<file path="src/hw/rtl/jls_pkg.sv">
package jls_pkg;

  localparam int DATA_W    = 32;
  localparam int FRAC_BITS = 16;
  localparam int ROW_W     = 4;
  localparam int SIZE_W    = 5;
  localparam int TOL_W     = 31;
  localparam int ITER_W    = 10;
  localparam int CFG_AW    = 2;
  localparam int CFG_DW    = 31;

  localparam int DEF_MAX_UNKNOWNS = 16;

  localparam logic [1:0] REQ_COEF  = 2'd0;
  localparam logic [1:0] REQ_RHS   = 2'd1;
  localparam logic [1:0] REQ_GUESS = 2'd2;
  localparam logic [1:0] REQ_START = 2'd3;

  localparam logic [CFG_AW-1:0] CFG_SIZE  = 2'd0;
  localparam logic [CFG_AW-1:0] CFG_TOL   = 2'd1;
  localparam logic [CFG_AW-1:0] CFG_MAXIT = 2'd2;

  localparam logic [SIZE_W-1:0] SIZE_RST  = 5'd1;
  localparam logic [TOL_W-1:0]  TOL_RST   = 31'd66;
  localparam logic [ITER_W-1:0] MAXIT_RST = 10'd100;

  typedef struct packed {
    logic [1:0]              req_type;
    logic [ROW_W-1:0]        row;
    logic [ROW_W-1:0]        col;
    logic signed [DATA_W-1:0] value;
  } in_item_t;

  typedef struct packed {
    logic [ROW_W-1:0]         index;
    logic signed [DATA_W-1:0] solution_value;
    logic [ITER_W-1:0]        iterations;
    logic                     converged;
    logic                     zero_pivot;
    logic                     last;
  } out_item_t;

  typedef struct packed {
    logic load;
    logic start;
    logic dot_rd;
    logic dot_mul;
    logic dot_acc;
    logic div_init;
    logic div_step;
    logic wr_next;
    logic cpy_chk;
    logic sweep_next;
    logic sweep_done;
    logic out_ld;
    logic out_adv;
  } ctl_cmd_t;

  typedef struct packed {
    logic j_last;
    logic i_last;
    logic div_last;
    logic ok;
    logic it_last;
  } ctl_stat_t;

  function automatic logic [DATA_W-1:0] mag_q(logic signed [DATA_W-1:0] v);
    return v[DATA_W-1] ? DATA_W'(-v) : DATA_W'(v);
  endfunction

endpackage

</file>
<file path="src/hw/rtl/jls_ctrl.sv">
module jls_ctrl import jls_pkg::*; (
  input  logic       clk,
  input  logic       rst_n,
  input  logic       in_valid,
  input  logic [1:0] in_req,
  input  logic       out_stall,
  input  ctl_stat_t  stat,
  output ctl_cmd_t   cmd,
  output logic       in_stall,
  output logic       out_valid
);

  localparam logic [3:0] S_IDLE     = 4'd0;
  localparam logic [3:0] S_START    = 4'd1;
  localparam logic [3:0] S_DOT_RD   = 4'd2;
  localparam logic [3:0] S_DOT_MUL  = 4'd3;
  localparam logic [3:0] S_DOT_ACC  = 4'd4;
  localparam logic [3:0] S_DIV_INIT = 4'd5;
  localparam logic [3:0] S_DIV      = 4'd6;
  localparam logic [3:0] S_WR_NEXT  = 4'd7;
  localparam logic [3:0] S_CPY_RD   = 4'd8;
  localparam logic [3:0] S_CPY_CHK  = 4'd9;
  localparam logic [3:0] S_SWEEP    = 4'd10;
  localparam logic [3:0] S_OUT_RD   = 4'd11;
  localparam logic [3:0] S_OUT_LD   = 4'd12;
  localparam logic [3:0] S_OUT_WAIT = 4'd13;

  logic [3:0] state_r, state_nxt;

  assign in_stall  = (state_r != S_IDLE);
  assign out_valid = (state_r == S_OUT_WAIT);

  always_comb begin
    cmd = '0;
    state_nxt = state_r;
    case (state_r)
      S_IDLE: begin
        if (in_valid) begin
          if (in_req == REQ_START) begin
            state_nxt = S_START;
          end else begin
            cmd.load = 1'b1;
          end
        end
      end
      S_START: begin
        cmd.start = 1'b1;
        state_nxt = S_DOT_RD;
      end
      S_DOT_RD: begin
        cmd.dot_rd = 1'b1;
        state_nxt = S_DOT_MUL;
      end
      S_DOT_MUL: begin
        cmd.dot_mul = 1'b1;
        state_nxt = S_DOT_ACC;
      end
      S_DOT_ACC: begin
        cmd.dot_acc = 1'b1;
        state_nxt = stat.j_last ? S_DIV_INIT : S_DOT_RD;
      end
      S_DIV_INIT: begin
        cmd.div_init = 1'b1;
        state_nxt = S_DIV;
      end
      S_DIV: begin
        cmd.div_step = 1'b1;
        if (stat.div_last) state_nxt = S_WR_NEXT;
      end
      S_WR_NEXT: begin
        cmd.wr_next = 1'b1;
        state_nxt = stat.i_last ? S_CPY_RD : S_DOT_RD;
      end
      S_CPY_RD: begin
        state_nxt = S_CPY_CHK;
      end
      S_CPY_CHK: begin
        cmd.cpy_chk = 1'b1;
        state_nxt = stat.i_last ? S_SWEEP : S_CPY_RD;
      end
      S_SWEEP: begin
        if (stat.ok || stat.it_last) begin
          cmd.sweep_done = 1'b1;
          state_nxt = S_OUT_RD;
        end else begin
          cmd.sweep_next = 1'b1;
          state_nxt = S_DOT_RD;
        end
      end
      S_OUT_RD: begin
        state_nxt = S_OUT_LD;
      end
      S_OUT_LD: begin
        cmd.out_ld = 1'b1;
        state_nxt = S_OUT_WAIT;
      end
      S_OUT_WAIT: begin
        if (!out_stall) begin
          cmd.out_adv = 1'b1;
          state_nxt = stat.i_last ? S_IDLE : S_OUT_RD;
        end
      end
      default: begin
        state_nxt = S_IDLE;
      end
    endcase
  end

  always_ff @(posedge clk) begin
    if (!rst_n) begin
      state_r <= S_IDLE;
    end else begin
      state_r <= state_nxt;
    end
  end

endmodule

</file>
<file path="config.mk">
export PLATFORM = sky130hd
export DESIGN_NAME = jls_ctrl
export DESIGN_NICKNAME = d
export VERILOG_FILES = /design/src/hw/rtl/jls_pkg.sv /design/src/hw/rtl/jls_ctrl.sv
export SDC_FILE = /design/constraint.sdc
export NUM_CORES = 1
export LEC_CHECK = 0
export ABC_AREA = 1
export BUFFER_PORTS_ARGS = -buffer_cell sky130_fd_sc_hd__buf_2
export CAP_MARGIN = 30
export CORE_MARGIN = 2
export CORE_UTILIZATION = 30
export CTS_BUF_LIST = sky130_fd_sc_hd__clkbuf_8
export CTS_CLUSTER_SIZE = 40
export DETAILED_ROUTE_END_ITERATION = 8
export MAX_ROUTING_LAYER = met4
export PLACE_DENSITY_LB_ADDON = 0.2
export SETUP_SLACK_MARGIN = 0.4
export SYNTH_ARGS = -nofsm -noshare
export SYNTH_HDL_FRONTEND = slang
export SYNTH_SLANG_ARGS = --single-unit
</file>
<file path="constraint.sdc">
create_clock -name clk -period 1.2 [get_ports clk]
set_clock_uncertainty 0.05 [all_clocks]
set_input_delay 0.06 -clock clk [delete_from_list [all_inputs] [get_ports clk]]
set_output_delay 0.06 -clock clk [all_outputs]
set_load 0.05 [all_outputs]
</file>
==> impl_metrics.ini, run 1 <==
[run_status]
status = complete, but fails checks
violations = setup timing

[drt]
routed_wire_length_per_instance_um = 11.9
drt_iter0_markers = 7
vias_per_cell = 4.64
detail_route_antenna_nets = 0
dr_total_vias = 706
first_pass_iters = 4
routed_wirelength_um = 1810
drcViolationCount = 0

[synth]
netlist_area_um2 = 477
synth_area_leaders = dfxtp_1 17%, nand2_1 15%, nor2_1 13%, nand2_2 10%, inv_1 10%
post-synth-top-area-fraction_pct = 16.8
synthesized_instance_count = 89
postSynthRegisterBits = 4
postSynthNetCount = 100
synth_top_cell_by_area = dfxtp_1
synth_warn = 0
avgSynthCellArea_um2 = 5.36
synth.yosys.seq_area_share_pct = 16.8
synth.distinct_cells = 15

[place]
dp_hpwl_um = 1280
io_buffer_count = 25
gp_congestion = 0.912
placedInstanceArea_um2 = 847
dp_cells = 144

[sta]
timing.final.crit_share_pct = 113
fmax_mhz = 739
period_needed_ns = 1.35
worst_slack_ns = -0.153
final.setup.tns_ns = -1.29
hold_viol_final = 0
relSlewSlack_pct = 84.9
setup-violations-final = 17
rsz0062_at_grt = yes
final_max_slew_viol_count = 0
tightestPinTransition_ns = 0.226

[clock_tree]
clock_tree.htree_level_count = 1
cts_inserted_buffers = 3
cts_buffer_depth = 2
clk_transition_reported_paths_ns = 0.03
ctsRootBufferMaster = clkbuf_8
clock_latency_ns = 0.22
clock_sinks = 4
cts_tree = built

[floorplan]
die_h_um = 43.9
floorplan.rows = 14
die_x_um = 43.9
fp.coreArea_mm2 = 0.00151
initial_utilization_pct = 31.6
dieArea_mm2 = 0.00192
ports = 26

[pwr]
maximum_vdd_ir_drop_v = 0.000632
power_density_normalized_to_cell_area_mw_per_mm2 = 475
leak_pwr_nw = 0.609

[grt]
grt_max_degree = 7
groute.usage.overall_pct = 21.9
global_route.overflow_total = 0
vias_in_the_first_global_route = 698
number_of_antenna_violations_at_the_first_check_in_global_routing = 0
global_route_wire_length_before_repair_um = 2990

[cells_and_area]
multi_input_comb_area_um2 = 522
layout-drive-gt1-share_pct = 72.1
syn_to_final_growth_pct = 154
num_antenna_cells = 0
layout_top_registers = state_r (4)
largest_register_ffs = 4
register_area_um2 = 95.1
largest_register = state_r
nFillCells = 97
final_standard_cell_count_with_taps_included_and_fillers_excluded = 152
nets = 149
final_design_area_no_fill_mm2 = 0.00121
most_common_cell_after_layout_fill_and_taps_aside = buf_6
most-common-layout-cells = 17 x buf_6, 14 x nor2_4, 13 x nand2_1

[critical_path]
critical_path.cell_chain = buf_6, nor2_4, nand2_4, nor3_4, buf_6
cpPeakStageDelay_ns = 0.37
timing.critical_path.from_type = register
crit_path_end_kind = primary output
critical-path-top-cell-by-count = buf_6
critical_path.max_fanout = 6
required_ns = 1.09
timing.critical_path.arrival_ns = 1.24
timing.critical_path.slowest_stage_cell = dfxtp_4
setup.worst_path.class = reg -> out

[flow_run]
max_cap_violations = 0

[hold_path]
hold_class = in -> reg
==> power by group <==
part | leakage (nW) | switching, W | internal, W
clock network | 0.0216 | 0.0000679 | 0.000214
logic | 0.552 | 0.0000880 | 0.0000707
registers | 0.0355 | 0.00000568 | 0.000128
==> per-layer routing <==
metal / vias to the layer above / share of wire [%] / track usage (%)
li1: 367 / - / -
met1: 318 / 42 / 27.3
met2: 21 / 54 / 35.3
met3: 0 / 4.3 / 5.42
met4: 0 / 0 / 5.45
met5: - / 0 / -
==> Yosys cell counts, drive strengths merged <==
| library cell | count |
|---|---|
| a21oi | 4 |
| o21ai | 3 |
| nor2 | 22 |
| dfxtp | 4 |
| nor3 | 3 |
| nand3 | 9 |
| buf | 1 |
| inv | 15 |
| nand2 | 27 |
| clkinv | 1 |
==> metrics by stage <==
stage          setup WS [ns]  util (%)  hold slack (ns)  total power [W]
5_1_grt               -0.206      80.2            0.104         0.000604
3_3_place_gp          -0.222      56.2            0.290         0.000265
3_5_place_dp          -0.230      56.2            0.307         0.000265
6_report              -0.153      80.2           0.0949         0.000574
2_1_floorplan         -0.168         -            0.133         0.000212
4_1_cts               -0.131      77.2           0.0796         0.000581
==> what timing repair did <==
| item | CTS | global route |
|---|---|---|
| endpoints found under the setup margin | 19 | 19 |
| gates cloned | 0 | 0 |
| hold buffers | 0 | 0 |
| pin swaps | 15 | 8 |
| setup buffers | 4 | 1 |
| endpoints found under the hold margin | 0 | 0 |
| gates resized for setup | 73 | 11 |
==> worst paths after layout <==
path         depth (start not counted)  startpoint  slack, ns    endpoint
max                                  5  state_r[2]      -0.15      cmd[3]
min                                  3       rst_n       0.09  state_r[3]
max reg2reg                         10  state_r[2]      -0.11  state_r[3]
min reg2reg                          2  state_r[2]       0.50  state_r[2]
==> kinds of logic (layout without fill, tap and decap cells) <==
logic type,count (synthesis),count (layout),synth area share [%]
buffers and inverters,17,64,14.2
AOI/OAI and AO/OA,7,7,7.35
and+or+nand+nor,61,61,61.7
DFF,4,4,16.8
==> final cells by class <==
type | instances | share of cell area, %
Inverter | 16 | 6.73
Timing Repair Buffer | 45 | 37.2
Tap cell | 16 | 1.66
Sequential cell | 4 | 7.87
Multi-Input combinational cell | 68 | 43.2
Clock buffer | 3 | 3.42
==> critical path, delay by kind of cell, from the launching register on <==
family        cells  cell delay [ns]
flops             1             0.37
simple gates      3             0.35
buf+inv           2             0.31
Note: power is estimated with default switching activity, not from simulation.
==> run 2: changes to the inputs <==
--- a/config.mk
+++ b/config.mk
@@ -8,11 +8,11 @@
 export ABC_AREA = 1
 export BUFFER_PORTS_ARGS = -buffer_cell sky130_fd_sc_hd__buf_2
 export CAP_MARGIN = 30
-export CORE_MARGIN = 2
-export CORE_UTILIZATION = 30
+export CORE_AREA = 2 2 39 41
 export CTS_BUF_LIST = sky130_fd_sc_hd__clkbuf_8
 export CTS_CLUSTER_SIZE = 40
 export DETAILED_ROUTE_END_ITERATION = 8
+export DIE_AREA = 0 0 41 43
 export MAX_ROUTING_LAYER = met4
 export PLACE_DENSITY_LB_ADDON = 0.2
 export SETUP_SLACK_MARGIN = 0.4
==> run 2 against run 1 <==
Net effect: the flow still finishes with violations (setup timing); first-iteration DRC count grew 100%; final cell count unchanged; count of clock-buffer cells in the layout unchanged; fmax grew 1.9%; highest routed layer is now met4; setup slack better by 0.025 ns.
==> impl_metrics.ini, run 2 (same netlist as run 1, synthesis figures left out) <==
[grt]
grt_max_degree = 8
grt_util_met2_pct = 46.6
global_route.peak_usage_layer = met2
vias_in_the_first_global_route = 761
groute.usage.overall_pct = 28.2
met3_usage_pct = 7.33
grt_util_met1_pct = 30.8
global_route_wire_length_before_repair_um = 3320
number_of_antenna_violations_at_the_first_check_in_global_routing = 0
global_route.overflow_total = 0

[cells_and_area]
most_common_cell_after_layout_fill_and_taps_aside = buf_6
final_standard_cell_count_with_taps_included_and_fillers_excluded = 152
layout-drive-gt1-share_pct = 71.3
num_antenna_cells = 0
layout_top_registers = state_r (4)
largest_register_ffs = 4
fin_util_pct = 85.7
syn_to_final_growth_pct = 149
most-common-layout-cells = 22 x buf_6, 14 x nor2_4, 13 x nand2_1
largest_register = state_r
nets = 149

[drt]
first_pass_iters = 4
detail_route_antenna_nets = 0
dr_total_vias = 775
vias_per_cell = 5.10
routed_wire_length_per_instance_um = 13.9
drcViolationCount = 0
routed_wirelength_um = 2110
drt_iter0_markers = 14

[floorplan]
initial_utilization_pct = 34.4
fp.coreArea_mm2 = 0.00138
die_x_um = 41
die_h_um = 43
ports = 26
floorplan.rows = 14
dieArea_mm2 = 0.00176

[flow_run]
max_cap_violations = 0

[critical_path]
required_ns = 1.09
startpoint = state_r[2]
timing.critical_path.from_type = register
critical_path.max_fanout = 7
setup.worst_path.class = reg -> out
timing.critical_path.arrival_ns = 1.22
crit_path_end_kind = primary output
r2r-start = state_r[3]

[pwr]
leak_pwr_nw = 0.590
power.total_w = 0.000577
power_density_normalized_to_cell_area_mw_per_mm2 = 487
maximum_vdd_ir_drop_v = 0.000652

[clock_tree]
clock_latency_ns = 0.22
ctsRootBufferMaster = clkbuf_8
cts_tree = built
clk_transition_reported_paths_ns = 0.03
clock_sinks = 4
clock_tree.htree_level_count = 1
cts_inserted_buffers = 3
cts_buffer_depth = 2

[run_status]
status = complete, but fails checks
violations = setup timing

[sta]
final_max_slew_viol_count = 0
rsz0062_at_grt = yes
setup-violations-final = 18
period_needed_ns = 1.33
relSlewSlack_pct = 86.8
final.setup.tns_ns = -1.26
worst_slack_ns = -0.129
hold_viol_final = 0
tightestPinTransition_ns = 0.198
timing.final.crit_share_pct = 111
hold_ws_ns = 0.0768
fmax_mhz = 753

[place]
dp_cells = 142
io_buffer_count = 25
gp_congestion = 0.776
dp_hpwl_um = 1190

[hold_path]
hold_class = in -> reg
min_from = rst_n
==> run 2: cell count changes in the layout (fill, tap and decap cells not counted) <==
cell	previous run	this run
buf_4	9	8
inv_1	7	8
inv_2	3	2
buf_12	1	0
o21ai_1	1	2
nor3_4	3	2
buf_8	8	5
nor3_2	0	1
buf_6	17	22
o21ai_0	2	1
==> run 2: per-layer routing <==
layer,wire length (um),share of wire [%]
met1,787,37
met2,1150,54
met3,115,5.4
met4,62,2.9
met5,0,0
==> run 2: path summary, 6_finish.rpt <==
| path | to | slack [ns] | cells after the start |
|---|---|---|---|
| max reg2reg | state_r[3] | -0.10 | 9 |
| min reg2reg | state_r[2] | 0.53 | 2 |
| max | cmd[3] | -0.13 | 5 |
| min | state_r[0] | 0.08 | 3 |
==> run 2: cell type report <==
class                   instances  area, um2
repair buffers                 45        433
flip-flops and latches          4       95.1
clock buffers                   3       41.3
well taps                      16       20.0
fillers                        81        198
multi-input cells              68        515
inverters                      16       81.3
==> run 2: repair_timing <==
item | in CTS | in global routing
hold buffers | 0 | 0
pin swaps | 13 | 4
gates resized for setup | 73 | 9
buffers inserted | 6 | 1
setup endpoints to repair | 19 | 19
==> run 2: power by group <==
part	switching, W	total (W)	internal (W)
sequential	0.00000567	0.000134	0.000128
clock	0.0000728	0.000287	0.000214
combinational	0.0000887	0.000157	0.0000679
==> run 2: critical path: stages (launching register included) <==
cell and delay (ns):
dfxtp_4 0.38, buf_6 0.13, nor2_4 0.10, nand2_4 0.08
nor3_4 0.13, buf_6 0.18
==> run 2: stage by stage <==
step | cell area (um2) | worst slack (ns)
final | 1190 | -0.129
after global routing | 1190 | -0.181
after floorplan | 588 | -0.168
after detailed placement | 820 | -0.256
after CTS | 1150 | -0.113
after global placement | 820 | -0.210
==> run 3: changes to the inputs <==
--- a/config.mk
+++ b/config.mk
@@ -6,7 +6,7 @@
 export NUM_CORES = 1
 export LEC_CHECK = 0
 export ABC_AREA = 1
-export BUFFER_PORTS_ARGS = -buffer_cell sky130_fd_sc_hd__buf_2
+export BUFFER_PORTS_ARGS = -buffer_cell sky130_fd_sc_hd__buf_4
 export CAP_MARGIN = 30
 export CORE_AREA = 2 2 39 41
 export CTS_BUF_LIST = sky130_fd_sc_hd__clkbuf_8
==> run 3 against run 2 <==
Net effect: the run still ends with setup timing left; die area unchanged; flip-flop and latch count unchanged; non-clock buffer count decreased by 1; utilization decreased by 0.72 points; setup slack got worse by 0.015 ns; design area decreased by 0.84%; register-to-register slack about the same; critical path depth unchanged; largest cell class unchanged.
==> impl_metrics.ini, run 3 (same netlist as run 1, synthesis figures left out) <==
[grt]
groute.usage.overall_pct = 23.3
global_route.overflow_total = 0
grt_max_degree = 8
vias_in_the_first_global_route = 690
global_route_wire_length_before_repair_um = 2770
number_of_antenna_violations_at_the_first_check_in_global_routing = 0

[floorplan]
die_x_um = 41
ports = 26
dieArea_mm2 = 0.00176
initial_utilization_pct = 34.4
fp.coreArea_mm2 = 0.00138
die_h_um = 43
floorplan.rows = 14

[clock_tree]
clk_transition_reported_paths_ns = 0.03
ctsRootBufferMaster = clkbuf_8
clock_tree.htree_level_count = 1
cts_inserted_buffers = 3
cts_buffer_depth = 2
clock_sinks = 4
clock_latency_ns = 0.21
cts_tree = built

[drt]
dr_total_vias = 735
detail_route_antenna_nets = 0
routed_wire_length_per_instance_um = 12.9
drcViolationCount = 0
drt_iter0_markers = 14
routed_wirelength_um = 1950
first_pass_iters = 5
vias_per_cell = 4.87

[sta]
fmax_mhz = 744
rsz0062_at_grt = yes
relSlewSlack_pct = 83.6
timing.final.crit_share_pct = 112
period_needed_ns = 1.34
hold_viol_final = 0
final.setup.tns_ns = -1.46
tightestPinTransition_ns = 0.245
worst_slack_ns = -0.143
hold_ws_ns = 0.0643
final_max_slew_viol_count = 0
setup-violations-final = 18

[cells_and_area]
syn_to_final_growth_pct = 147
nFillCells = 74
largest_register_ffs = 4
final_design_area_no_fill_mm2 = 0.00118
layout-drive-gt1-share_pct = 69.6
largest_register = state_r
most_common_cell_after_layout_fill_and_taps_aside = buf_4
layout_top_registers = state_r (4)
nets = 148
final_standard_cell_count_with_taps_included_and_fillers_excluded = 151
fin_util_pct = 85.0
most-common-layout-cells = 23 x buf_4, 15 x nand2_1, 14 x buf_6
num_antenna_cells = 0

[pwr]
power.sequential.fraction_pct = 24.0
net-switching-power_w = 0.000153
p_sw_share_pct = 27.3
leak_pwr_nw = 0.595
maximum_vdd_ir_drop_v = 0.000850
share_comb_of_total_power_pct = 26.4
intPower_w = 0.000407
power_density_normalized_to_cell_area_mw_per_mm2 = 476
clock_power_share_pct = 49.6

[flow_run]
max_cap_violations = 0

[run_status]
violations = setup timing
status = complete, but fails checks

[critical_path]
crit_path_end_kind = primary output
critical-path-top-cell-by-count = buf_6
timing.critical_path.slowest_stage_cell = dfxtp_4
cpPeakStageDelay_ns = 0.38
timing.critical_path.from_type = register
setup.worst_path.class = reg -> out
required_ns = 1.09
critical_path.cell_chain = buf_6, nand2_4, buf_6, nor3_4, buf_6
critical_path.max_fanout = 4
timing.critical_path.arrival_ns = 1.23

[place]
dp_cells = 145
placedInstanceArea_um2 = 917
io_buffer_count = 25
gp_congestion = 0.833
dp_hpwl_um = 1340

[hold_path]
hold_class = in -> reg
-- run 3: cell types whose count changed in the layout (fill, tap and decap cells not counted), moves of 2 or more --
cell,delta
buf_4,+15
buf_6,-8
inv_2,+2
nor2_4,-2
inv_4,-2
buf_2,-10
nand2_1,+2
nor2_2,+2
-- run 3: path summary, 6_finish.rpt --
check	endpoint	slack, ns	depth (start not counted)	from
min	state_r[3]	0.06	3	rst_n
min reg2reg	state_r[2]	0.52	2	state_r[2]
max	cmd[0]	-0.14	5	state_r[3]
max reg2reg	state_r[3]	-0.09	9	state_r[3]
-- run 3: area by class of cell --
cell class	count	area (um2)	share of cell area [%]
Timing Repair Buffer	44	440	37.4
Tap cell	16	20.0	1.70
Sequential cell	4	95.1	8.09
Clock buffer	3	41.3	3.51
Inverter	16	76.3	6.49
Multi-Input combinational cell	68	503	42.8
-- run 3: repair_timing --
item	CTS	global route
pin swaps	5	4
endpoints found under the setup margin	19	19
setup buffers	2	1
resized for setup	35	19
hold endpoints to repair	0	0
hold buffers	0	0
-- run 3: metrics by stage --
| step | worst slack, ns | power [W] |
|---|---|---|
| final | -0.143 | 0.000560 |
| after global routing | -0.169 | 0.000582 |
| after CTS | -0.112 | 0.000557 |
| after detailed placement | -0.211 | 0.000271 |
| after global placement | -0.197 | 0.000268 |
| after floorplan | -0.168 | 0.000212 |
-- run 3: per-layer routing --
metal / vias up / share of wire [%] / track usage, %
met1: 342 / 39 / 26.4
met3: 2 / 4.7 / 6.28
met2: 28 / 55 / 40.3
li1: 363 / - / -
met5: - / 0 / -
met4: 0 / 0.72 / 2.00
-- run 3: power by group through the flow --
stage / clock [W] / sequential [W] / combinational, W
finish: 0.000278 / 0.000134 / 0.000148
global route: 0.000290 / 0.000135 / 0.000158
CTS: 0.000283 / 0.000134 / 0.000140
detailed placement: 0 / 0.000140 / 0.000131
global placement: 0 / 0.000140 / 0.000128
floorplan: 0 / 0.000140 / 0.0000721
-- run 3: critical path: cells and delay by family, from the launching register on --
family                 cells  cell delay [ns]
buffers and inverters      3             0.44
DFF                        1             0.38
and+or+nand+nor            2             0.20
